$ cat src/hw/rtl/ps2_mouse_packet_decoder_unit_defines.svh
// Assertion macros shared by the PS/2 mouse packet decoder RTL.
`ifndef PS2_MOUSE_PACKET_DECODER_UNIT_DEFINES_SVH
`define PS2_MOUSE_PACKET_DECODER_UNIT_DEFINES_SVH

// Check that expr holds in the cycle after cond.
`define PS2M_ASSERT_NEXT(lbl, cond, expr, msg) \
  lbl: assert property (@(posedge clk) disable iff (rst) (cond) |=> (expr)) else $error(msg);

// Check that expr holds in the same cycle as cond.
`define PS2M_ASSERT_NOW(lbl, cond, expr, msg) \
  lbl: assert property (@(posedge clk) disable iff (rst) (cond) |-> (expr)) else $error(msg);

`endif

$ cat src/hw/rtl/ps2m_pkg.sv
// Types and constants for the PS/2 mouse packet decoder.
`default_nettype none
package ps2m_pkg;

  // Input word kinds
  localparam logic ACT_DATA       = 1'b0;
  localparam logic ACT_WHEEL_READ = 1'b1;

  // Result word kinds
  localparam logic KIND_PACKET = 1'b0;
  localparam logic KIND_WHEEL  = 1'b1;

  // Configuration register indexes
  localparam logic [1:0] CFG_SCREEN_WIDTH  = 2'd0;
  localparam logic [1:0] CFG_SCREEN_HEIGHT = 2'd1;
  localparam logic [1:0] CFG_WHEEL_MODE    = 2'd2;

  // Reset values
  localparam logic [15:0] SCREEN_WIDTH_RST  = 16'd2000;
  localparam logic [15:0] SCREEN_HEIGHT_RST = 16'd1500;
  localparam int          POINTER_X_RST     = 400;
  localparam int          POINTER_Y_RST     = 300;

  // Header byte bits
  localparam int HDR_SYNC_BIT   = 3;
  localparam int HDR_X_SIGN_BIT = 4;
  localparam int HDR_Y_SIGN_BIT = 5;
  localparam int HDR_X_OVF_BIT  = 6;
  localparam int HDR_Y_OVF_BIT  = 7;

  localparam logic [2:0] PKT_LEN_BASIC = 3'd3;
  localparam logic [2:0] PKT_LEN_WHEEL = 3'd4;

  typedef struct packed {
    logic       action;
    logic [7:0] data_byte;
  } ps2m_item_t;

  typedef struct packed {
    logic               result_kind;
    logic [15:0]        pos_x;
    logic [15:0]        pos_y;
    logic [2:0]         buttons;
    logic signed [15:0] wheel_notches;
  } ps2m_result_t;

  typedef struct packed {
    logic [15:0] screen_width;
    logic [15:0] screen_height;
    logic        wheel_mode;
  } ps2m_cfg_t;

  typedef struct packed {
    logic [1:0]         byte_phase;
    logic signed [15:0] wheel_total;
  } ps2m_status_t;

endpackage
`default_nettype wire

$ cat src/hw/rtl/ps2m_in_stage.sv
// Input register for incoming mouse words.
`default_nettype none
module ps2m_in_stage (
  input  wire logic                 clk,
  input  wire logic                 rst,
  input  wire logic                 s_tvalid,
  output logic                      s_tready,
  input  wire logic [7:0]           s_tdata,   // [7:0] data_byte
  input  wire logic                 s_tuser,   // [0] action
  input  wire logic                 advance,
  output logic                      in_valid,
  output ps2m_pkg::ps2m_item_t      in_item
);
  import ps2m_pkg::*;

  assign s_tready = !in_valid || advance;

  always_ff @(posedge clk) begin
    if (rst) begin
      in_valid <= 1'b0;
    end else if (s_tready) begin
      in_valid <= s_tvalid;
    end
  end

  always_ff @(posedge clk) begin
    if (s_tvalid && s_tready) begin
      in_item.action    <= s_tuser;
      in_item.data_byte <= s_tdata;
    end
  end
endmodule
`default_nettype wire

$ cat src/hw/rtl/ps2m_core.sv
// Packet assembly, pointer and wheel state, and result formation.
`default_nettype none
module ps2m_core #(
  parameter int COORD_BITS = 16
) (
  input  wire logic                 clk,
  input  wire logic                 rst,
  input  wire logic                 go,
  input  wire ps2m_pkg::ps2m_item_t item,
  input  wire ps2m_pkg::ps2m_cfg_t  cfg,
  output logic                      res_valid,
  output ps2m_pkg::ps2m_result_t    res,
  output ps2m_pkg::ps2m_status_t    status
);
  import ps2m_pkg::*;

  localparam int CW = COORD_BITS;
  localparam int SW = CW + 2;
  localparam int HW = ((CW > 16) ? CW : 16) + 2;

  logic [CW-1:0]      pointer_x;
  logic [CW-1:0]      pointer_y;
  logic [2:0]         button_bits;
  logic signed [15:0] wheel_total;
  logic [1:0]         byte_phase;
  logic [7:0]         packet_bytes [4];

  logic [7:0]         b;
  logic [7:0]         hdr, b1, b2, b3;
  logic               drop;
  logic [2:0]         phase_inc;
  logic [2:0]         pkt_len;
  logic               done;
  logic               pkt_ok;
  logic signed [8:0]  dx, dy;
  logic signed [SW-1:0] sum_x, sum_y;
  logic [HW-1:0]      cmax_w, wm1_w, hm1_w, hi_x, hi_y;
  logic [CW-1:0]      x_new, y_new;
  logic signed [3:0]  wz;
  logic signed [16:0] wsum;
  logic signed [15:0] wheel_sat, wheel_new;

  function automatic logic [CW-1:0] clamp_pos(logic signed [SW-1:0] v, logic [HW-1:0] hi);
    logic [CW-1:0] r;
    if (v[SW-1]) begin
      r = '0;
    end else if (HW'(v[SW-2:0]) > hi) begin
      r = CW'(hi);
    end else begin
      r = v[CW-1:0];
    end
    return r;
  endfunction

  always_comb begin
    b         = item.data_byte;
    drop      = (byte_phase == 2'd0) && !b[HDR_SYNC_BIT];
    phase_inc = {1'b0, byte_phase} + 3'd1;
    pkt_len   = cfg.wheel_mode ? PKT_LEN_WHEEL : PKT_LEN_BASIC;
    done      = phase_inc >= pkt_len;

    // The completing byte is not stored yet: take it from the input.
    hdr = packet_bytes[0];
    b1  = (byte_phase == 2'd1) ? b : packet_bytes[1];
    b2  = (byte_phase == 2'd2) ? b : packet_bytes[2];
    b3  = (byte_phase == 2'd3) ? b : packet_bytes[3];

    pkt_ok = (item.action == ACT_DATA) && !drop && done &&
             !hdr[HDR_X_OVF_BIT] && !hdr[HDR_Y_OVF_BIT];

    dx    = {hdr[HDR_X_SIGN_BIT], b1};
    dy    = {hdr[HDR_Y_SIGN_BIT], b2};
    sum_x = $signed({2'b00, pointer_x}) + SW'(dx);
    sum_y = $signed({2'b00, pointer_y}) - SW'(dy);

    cmax_w = HW'({CW{1'b1}});
    wm1_w  = HW'(cfg.screen_width - 16'd1);
    hm1_w  = HW'(cfg.screen_height - 16'd1);
    hi_x   = (wm1_w > cmax_w) ? cmax_w : wm1_w;
    hi_y   = (hm1_w > cmax_w) ? cmax_w : hm1_w;

    x_new = pkt_ok ? clamp_pos(sum_x, hi_x) : pointer_x;
    y_new = pkt_ok ? clamp_pos(sum_y, hi_y) : pointer_y;

    wz   = b3[3:0];
    wsum = {wheel_total[15], wheel_total} + 17'(wz);
    if (wsum[16] != wsum[15]) begin
      wheel_sat = wsum[16] ? 16'sh8000 : 16'sh7FFF;
    end else begin
      wheel_sat = wsum[15:0];
    end
    wheel_new = (pkt_ok && cfg.wheel_mode) ? wheel_sat : wheel_total;

    res_valid         = (item.action == ACT_WHEEL_READ) || pkt_ok;
    res.result_kind   = (item.action == ACT_WHEEL_READ) ? KIND_WHEEL : KIND_PACKET;
    res.pos_x         = 16'(x_new);
    res.pos_y         = 16'(y_new);
    res.buttons       = pkt_ok ? hdr[2:0] : button_bits;
    res.wheel_notches = (item.action == ACT_WHEEL_READ) ? wheel_total : wheel_new;

    status.byte_phase  = byte_phase;
    status.wheel_total = wheel_total;
  end

  always_ff @(posedge clk) begin
    if (rst) begin
      pointer_x   <= CW'(POINTER_X_RST);
      pointer_y   <= CW'(POINTER_Y_RST);
      button_bits <= '0;
      wheel_total <= '0;
      byte_phase  <= '0;
    end else if (go) begin
      if (item.action == ACT_WHEEL_READ) begin
        wheel_total <= '0;
      end else if (!drop) begin
        byte_phase  <= done ? 2'd0 : phase_inc[1:0];
        pointer_x   <= x_new;
        pointer_y   <= y_new;
        button_bits <= res.buttons;
        wheel_total <= wheel_new;
      end
    end
  end

  always_ff @(posedge clk) begin
    if (go && (item.action == ACT_DATA) && !drop) begin
      packet_bytes[byte_phase] <= b;
    end
  end
endmodule
`default_nettype wire

$ cat src/hw/rtl/ps2m_out_stage.sv
// Result register in front of the output stream.
`default_nettype none
module ps2m_out_stage (
  input  wire logic                   clk,
  input  wire logic                   rst,
  input  wire logic                   load,
  input  wire ps2m_pkg::ps2m_result_t res,
  input  wire logic                   m_tready,
  output logic                        m_tvalid,
  output ps2m_pkg::ps2m_result_t      out_res,
  output logic                        out_free
);
  import ps2m_pkg::*;

  assign out_free = !m_tvalid || m_tready;

  always_ff @(posedge clk) begin
    if (rst) begin
      m_tvalid <= 1'b0;
    end else if (load) begin
      m_tvalid <= 1'b1;
    end else if (m_tready) begin
      m_tvalid <= 1'b0;
    end
  end

  always_ff @(posedge clk) begin
    if (load) begin
      out_res <= res;
    end
  end
endmodule
`default_nettype wire

$ cat src/hw/rtl/ps2_mouse_packet_decoder_unit.sv
// Top level of the PS/2 mouse packet decoder.
`default_nettype none
`include "ps2_mouse_packet_decoder_unit_defines.svh"
// PS/2 mouse packet decoder. Each input word is either a raw mouse byte
// (tuser = 0) or a request to read and clear the wheel accumulator
// (tuser = 1). Bytes are dropped until a header with bit 3 set arrives;
// from there bytes form 3-byte packets, or 4-byte packets when wheel_mode
// is set. A finished packet without overflow bits moves the pointer by the
// sign-extended X delta and the inverted Y delta, clamps it to the screen
// size, latches the buttons and, in wheel mode, adds the wheel nibble into
// a saturating 16-bit total; it yields one result word. Dropped bytes,
// partial packets and overflowed packets yield nothing. A wheel read yields
// the current position, buttons and total, then clears the total.
// Throughput is one word per cycle while the result register is free: each
// word waits in the input register, and the combinational decode logic
// writes the result register as a word with a result advances, so m_tvalid
// rises once that register is loaded. The result register and the input
// register decouple the two sides; only a stalled full result register
// holds the input. Configuration writes are always accepted
// (cfg_ready is tied high); a zero screen size is ignored and unknown
// indexes are ignored. Write configuration only while no word is in flight.
module ps2_mouse_packet_decoder_unit #(
  parameter int COORD_BITS = 16
) (
  input  wire logic        clk,
  input  wire logic        rst,
  // input stream
  input  wire logic        s_tvalid,
  output logic             s_tready,
  input  wire logic [7:0]  s_tdata,   // [7:0] data_byte
  input  wire logic        s_tuser,   // [0] action
  // result stream
  output logic             m_tvalid,
  input  wire logic        m_tready,
  output logic [55:0]      m_tdata,   // [15:0] pos_x, [31:16] pos_y, [34:32] buttons,
                                      // [50:35] wheel_notches, [55:51] zero
  output logic             m_tuser,   // [0] result_kind
  // configuration write channel
  input  wire logic        cfg_valid,
  output logic             cfg_ready,
  input  wire logic [1:0]  cfg_index,
  input  wire logic [15:0] cfg_data
);
  import ps2m_pkg::*;

  ps2m_cfg_t    cfg;
  logic         in_valid;
  ps2m_item_t   in_item;
  logic         advance;
  logic         out_free;
  logic         core_res_valid;
  ps2m_result_t core_res;
  ps2m_result_t out_res;
  ps2m_status_t core_status;

  // Configuration registers: never stall the write channel.
  assign cfg_ready = 1'b1;

  always_ff @(posedge clk) begin
    if (rst) begin
      cfg.screen_width  <= SCREEN_WIDTH_RST;
      cfg.screen_height <= SCREEN_HEIGHT_RST;
      cfg.wheel_mode    <= 1'b0;
    end else if (cfg_valid && cfg_ready) begin
      case (cfg_index)
        CFG_SCREEN_WIDTH: begin
          // drop a zero size, keep the old bound
          if (cfg_data != 16'd0) cfg.screen_width <= cfg_data;
        end
        CFG_SCREEN_HEIGHT: begin
          if (cfg_data != 16'd0) cfg.screen_height <= cfg_data;
        end
        CFG_WHEEL_MODE: begin
          cfg.wheel_mode <= cfg_data[0];
        end
        default: begin
          // unused index: ignore the word
        end
      endcase
    end
  end

  // Advance the held word whenever the result register can take its answer.
  assign advance = in_valid && out_free;

  ps2m_in_stage u_in (
    .clk      (clk),
    .rst      (rst),
    .s_tvalid (s_tvalid),
    .s_tready (s_tready),
    .s_tdata  (s_tdata),
    .s_tuser  (s_tuser),
    .advance  (advance),
    .in_valid (in_valid),
    .in_item  (in_item)
  );

  ps2m_core #(
    .COORD_BITS (COORD_BITS)
  ) u_core (
    .clk       (clk),
    .rst       (rst),
    .go        (advance),
    .item      (in_item),
    .cfg       (cfg),
    .res_valid (core_res_valid),
    .res       (core_res),
    .status    (core_status)
  );

  ps2m_out_stage u_out (
    .clk      (clk),
    .rst      (rst),
    .load     (advance && core_res_valid),
    .res      (core_res),
    .m_tready (m_tready),
    .m_tvalid (m_tvalid),
    .out_res  (out_res),
    .out_free (out_free)
  );

  // Pack the result word, first field in the low bits.
  assign m_tdata = {5'd0, out_res.wheel_notches, out_res.buttons,
                    out_res.pos_y, out_res.pos_x};
  assign m_tuser = out_res.result_kind;

  // A wheel read leaves the accumulator cleared.
  `PS2M_ASSERT_NEXT(a_wheel_clear, advance && (in_item.action == ACT_WHEEL_READ), core_status.wheel_total == 16'sd0, "wheel total not cleared after read")
  // A decoded packet always restarts byte collection.
  `PS2M_ASSERT_NEXT(a_phase_restart, advance && core_res_valid && (core_res.result_kind == KIND_PACKET), core_status.byte_phase == 2'd0, "byte phase not reset after packet")
  // A new result only appears after a word advanced out of the input register.
  `PS2M_ASSERT_NOW(a_result_source, $rose(m_tvalid), $past(advance), "result appeared without an advancing word")

endmodule
`default_nettype wire

$ cat config.mk
export PLATFORM = sky130hd
export DESIGN_NAME = ps2_mouse_packet_decoder_unit
export DESIGN_NICKNAME = d
export VERILOG_FILES = /design/src/hw/rtl/ps2m_pkg.sv /design/src/hw/rtl/ps2m_in_stage.sv /design/src/hw/rtl/ps2m_core.sv /design/src/hw/rtl/ps2m_out_stage.sv /design/src/hw/rtl/ps2_mouse_packet_decoder_unit.sv
export VERILOG_INCLUDE_DIRS = /design/src /design/src/hw/rtl
export SDC_FILE = /design/constraint.sdc
export NUM_CORES = 1
export LEC_CHECK = 0
export BUFFER_PORTS_ARGS = -buffer_cell sky130_fd_sc_hd__buf_4
export CAP_MARGIN = 20
export CORE_MARGIN = 4
export CORE_UTILIZATION = 33
export CTS_CLUSTER_SIZE = 12
export DETAILED_ROUTE_END_ITERATION = 12
export PLACE_DENSITY = 0.57
export SETUP_SLACK_MARGIN = 0.2
export SYNTH_ARGS = -nofsm -noshare
export SYNTH_HDL_FRONTEND = slang
export SYNTH_SLANG_ARGS = --single-unit
$ cat constraint.sdc
create_clock -name clk -period 8.2 [get_ports clk]
set_input_delay 1.64 -clock clk [delete_from_list [all_inputs] [get_ports clk]]
set_output_delay 1.64 -clock clk [all_outputs]
set_load 0.02 [all_outputs]
==> impl_metrics.env <==
export IMPL_routedWlPerCell_um=17.0
export IMPL_mostFrequentLayoutCell="nand2_1"
export IMPL_power_leakage_uw=0.00516
export IMPL_die_area_um2=36300
export IMPL_grt_max_degree=43
export IMPL_p_per_area_nw_per_um2=153
export IMPL_min_path_type="reg -> reg"
export IMPL_crit_top_cell="ha_1"
export IMPL_cpPeakStageDelay_ps=480
export IMPL_die_h_um=191
export IMPL_drt_wl_total_um=28500
export IMPL_ys_seq_elements=176
export IMPL_cp_max_fo=17
export IMPL_yosys_area_top_type="edfxtp_1"
export IMPL_top_layer="met4"
export IMPL_grt_pass1_vias=8519
export IMPL_synth_top_family_by_area="compound AO/OA/AOI/OAI gates"
export IMPL_yosys_top_cells_area="edfxtp_1, dfxtp_1, ha_1"
export IMPL_grt_use_total_pct=15.8
export IMPL_fin_hold_ws_ps=490
export IMPL_clk_latency_ps=450
export IMPL_avgSynthCellArea_um2=9.58
export IMPL_mostFrequentLayoutCells="nand2_1, nor2_1, buf_4, ha_1"
export IMPL_dpl_hpwl_um=21500
export IMPL_clock_sinks=176
export IMPL_drc=0
export IMPL_dp_cells=1649
export IMPL_path_delay_family="compound AO/OA/AOI/OAI gates"
export IMPL_cts_tree="built"
export IMPL_post_cts_setup_buffers=0
export IMPL_seq_area_frac_synth_pct=40.1
export IMPL_yosysTopAreaCellShare_pct=24.0
export IMPL_vias=8671
export IMPL_wl_met2_um=13600
export IMPL_fin_tns_setup_ps=0
export IMPL_final_cells=1681
export IMPL_antenna_found_initial=0
export IMPL_crit_buf_inv=1
export IMPL_critPathSlowestCell="mux2_2"
export IMPL_grt_first_pass_wirelength_um=45900
export IMPL_pin_count=92
export IMPL_reg2reg_setup_slack_ps=2810
export IMPL_vdd_drop_max_uv=168
export IMPL_relSlewSlack_pct=31.4
export IMPL_drv_cap=0
export IMPL_synthToLayoutAreaGrowth_pct=15.1
export IMPL_fillers=3315
export IMPL_power_uw=1930
export IMPL_postRouteAntennaNets=0
export IMPL_ctsResizeCount=0
export IMPL_rows=66
export IMPL_syn_cell_area_um2=11000
export IMPL_fin_nets=1352
export IMPL_numCtsBuffers=17
export IMPL_synth_compound_area_share_pct=16.0
export IMPL_vias_per_cell=5.16
export IMPL_synth_fa_ha_area_share_pct=10.9
export IMPL_async_flop_share_pct=0
export IMPL_die_w_um=191
export IMPL_yosysUniqueCellTypes=82
export IMPL_setup_viol=0
export IMPL_outcome="finished clean"
export IMPL_seqCellArea_um2=4400
export IMPL_fin_skew_ps=8.24
export IMPL_worstMarginPinSlew_ps=1030
export IMPL_crit_path_cell_trace="ha_1 -> mux2_2 -> ha_1 -> a211oi_1 -> o21ai_0 -> o211ai_1 -> nand2_1 -> a21o_1 -> a21o_1 -> xor2_1 -> inv_1 -> ha_1 -> nand4_1 -> nor3_1 -> a21oi_1 -> a21boi_0 -> nor2_1 -> mux2_2 -> mux2_4 -> a22o_1"
export IMPL_syn_inst=1148
export IMPL_cts_root_buf="clkbuf_16"
export IMPL_clk_pin_slew_ps=70
export IMPL_holdBufCountCts=0
export IMPL_finalMaxSlewViolations=0
export IMPL_ys_flop_type="edfxtp_1"
export IMPL_cp_start_kind="flip-flop"
export IMPL_initial_core_util_pct=33.6
export IMPL_cp_required_ps=8400
export IMPL_grt_overflow_total=0
export IMPL_rsz0062_at_grt="false"
export IMPL_synthSimpleGateAreaFrac_pct=15.4
export IMPL_drive_gt1_share_pct=14.0
export IMPL_drtIter0Drc=399
export IMPL_m1WireLength_um=13400
export IMPL_coreArea_um2=32700
export IMPL_period_share_pct=65.8
export IMPL_hold_viol_final=0
export IMPL_synth_xor_area_share_pct=5.25
export IMPL_clockBufferDepth=2
export IMPL_dr_pass1_iters=5
export IMPL_portBuffers=85
export IMPL_h_tree_depth=4
export IMPL_crit_arrival_ps=5600
export IMPL_critPathKind="reg -> reg"
export IMPL_post_route_min_period_ps=5390
export IMPL_multi_input_area_um2=6170
export IMPL_fmax_mhz=185
export IMPL_ys_warnings_count=0
export IMPL_antenna_cells=0
export IMPL_end_kind="flip-flop"
export IMPL_met3_length_um=1100
export IMPL_synth_mux_area_fraction_pct=8.16
export IMPL_gp_congestion=0.919
export IMPL_synth_edff_count=88
==> stage by stage <==
| stage | util [%] | worst slack, ps | cell area (µm²) |
|---|---|---|---|
| CTS | 38.7 | 2810 | 12700 |
| floorplan | - | 3360 | 11000 |
| detailed placement | 36.9 | 2850 | 12100 |
| finish | 38.7 | 2810 | 12700 |
| global placement | 36.9 | 2960 | 12100 |
| global route | 38.7 | 2450 | 12700 |
==> tightest hold or removal path, cell delays in order, from the launching register on <==
cell and delay (ps):
dfxtp_1 330, nand2_1 50, o21ai_0 60
==> area by class of cell <==
class                           count  share of cell area, %
Timing Repair Buffer               92                   5.46
Multi-Input combinational cell    870                   48.8
Clock inverter                     15                   1.18
Clock buffer                       17                   3.36
Sequential cell                   176                   34.8
Inverter                           69                   2.05
Tap cell                          442                   4.37
==> routing by layer <==
metal | vias up | global-route usage (%)
met1 | 4131 | 21.3
li1 | 4329 | -
met2 | 172 | 26.3
met5 | - | 0
met3 | 39 | 2.60
met4 | 0 | 4.61
==> report_power, final <==
| group | switching (µW) | internal (µW) | total [µW] |
|---|---|---|---|
| clock | 405 | 404 | 809 |
| sequential | 18.2 | 939 | 957 |
| combinational | 100 | 66.7 | 167 |
==> cell families after synthesis <==
family	count (synthesis)
adder cells (fa/ha/maj)	94
multiplexers	87
AND/OR/NAND/NOR	347
buffers and inverters	106
other	2
flip-flops	176
XOR/XNOR	65
AO/OA/AOI/OAI	271
==> cell usage after synthesis, drive strengths merged, types with 3 or more instances <==
master  number
or4          7
a21o        20
edfxtp      88
nand2b      12
a22o        24
a2111o       3
nand3b       8
or3          9
inv         69
o21ai       75
fa           3
a31oi        8
nor3        19
a211oi      10
mux2        18
o211ai      11
ha          91
a21oi       78
o21bai       5
xnor2       44
clkbuf      22
or2          5
and3         6
o31ai        6
o21a         5
nand4       11
xor2        21
and4         4
nor2b        8
and2         4
buf         15
mux2i       69
dfxtp       88
a221o        3
a21boi       3
nand3       19
nand2      112
nor4        10
nor2       107
==> state kept, by name, indices dropped and copies added (netlist names) <==
register / cells
u_in.in_valid: 1
u_out.m_tvalid: 1
u_core.byte_phase: 2
u_core.pointer_y: 16
u_core.wheel_total: 16
u_core.packet_bytes: 27
u_core.pointer_x: 16
u_in.in_item: 9
u_core.button_bits: 3
u_out.out_res: 52
cfg: 33
==> final timing paths <==
kind                                     start                                end  depth (start not counted)
max          u_core.byte_phase[0]$_SDFFE_PP0P_        u_out.out_res[35]$_DFFE_PP_                         20
min          u_core.pointer_y[11]$_SDFFE_PP0P_  u_core.pointer_y[11]$_SDFFE_PP0P_                          2
max reg2reg  u_core.byte_phase[0]$_SDFFE_PP0P_        u_out.out_res[35]$_DFFE_PP_                         20
min reg2reg  u_core.pointer_y[11]$_SDFFE_PP0P_  u_core.pointer_y[11]$_SDFFE_PP0P_                          2
Note: power is estimated with default switching activity, not from simulation.
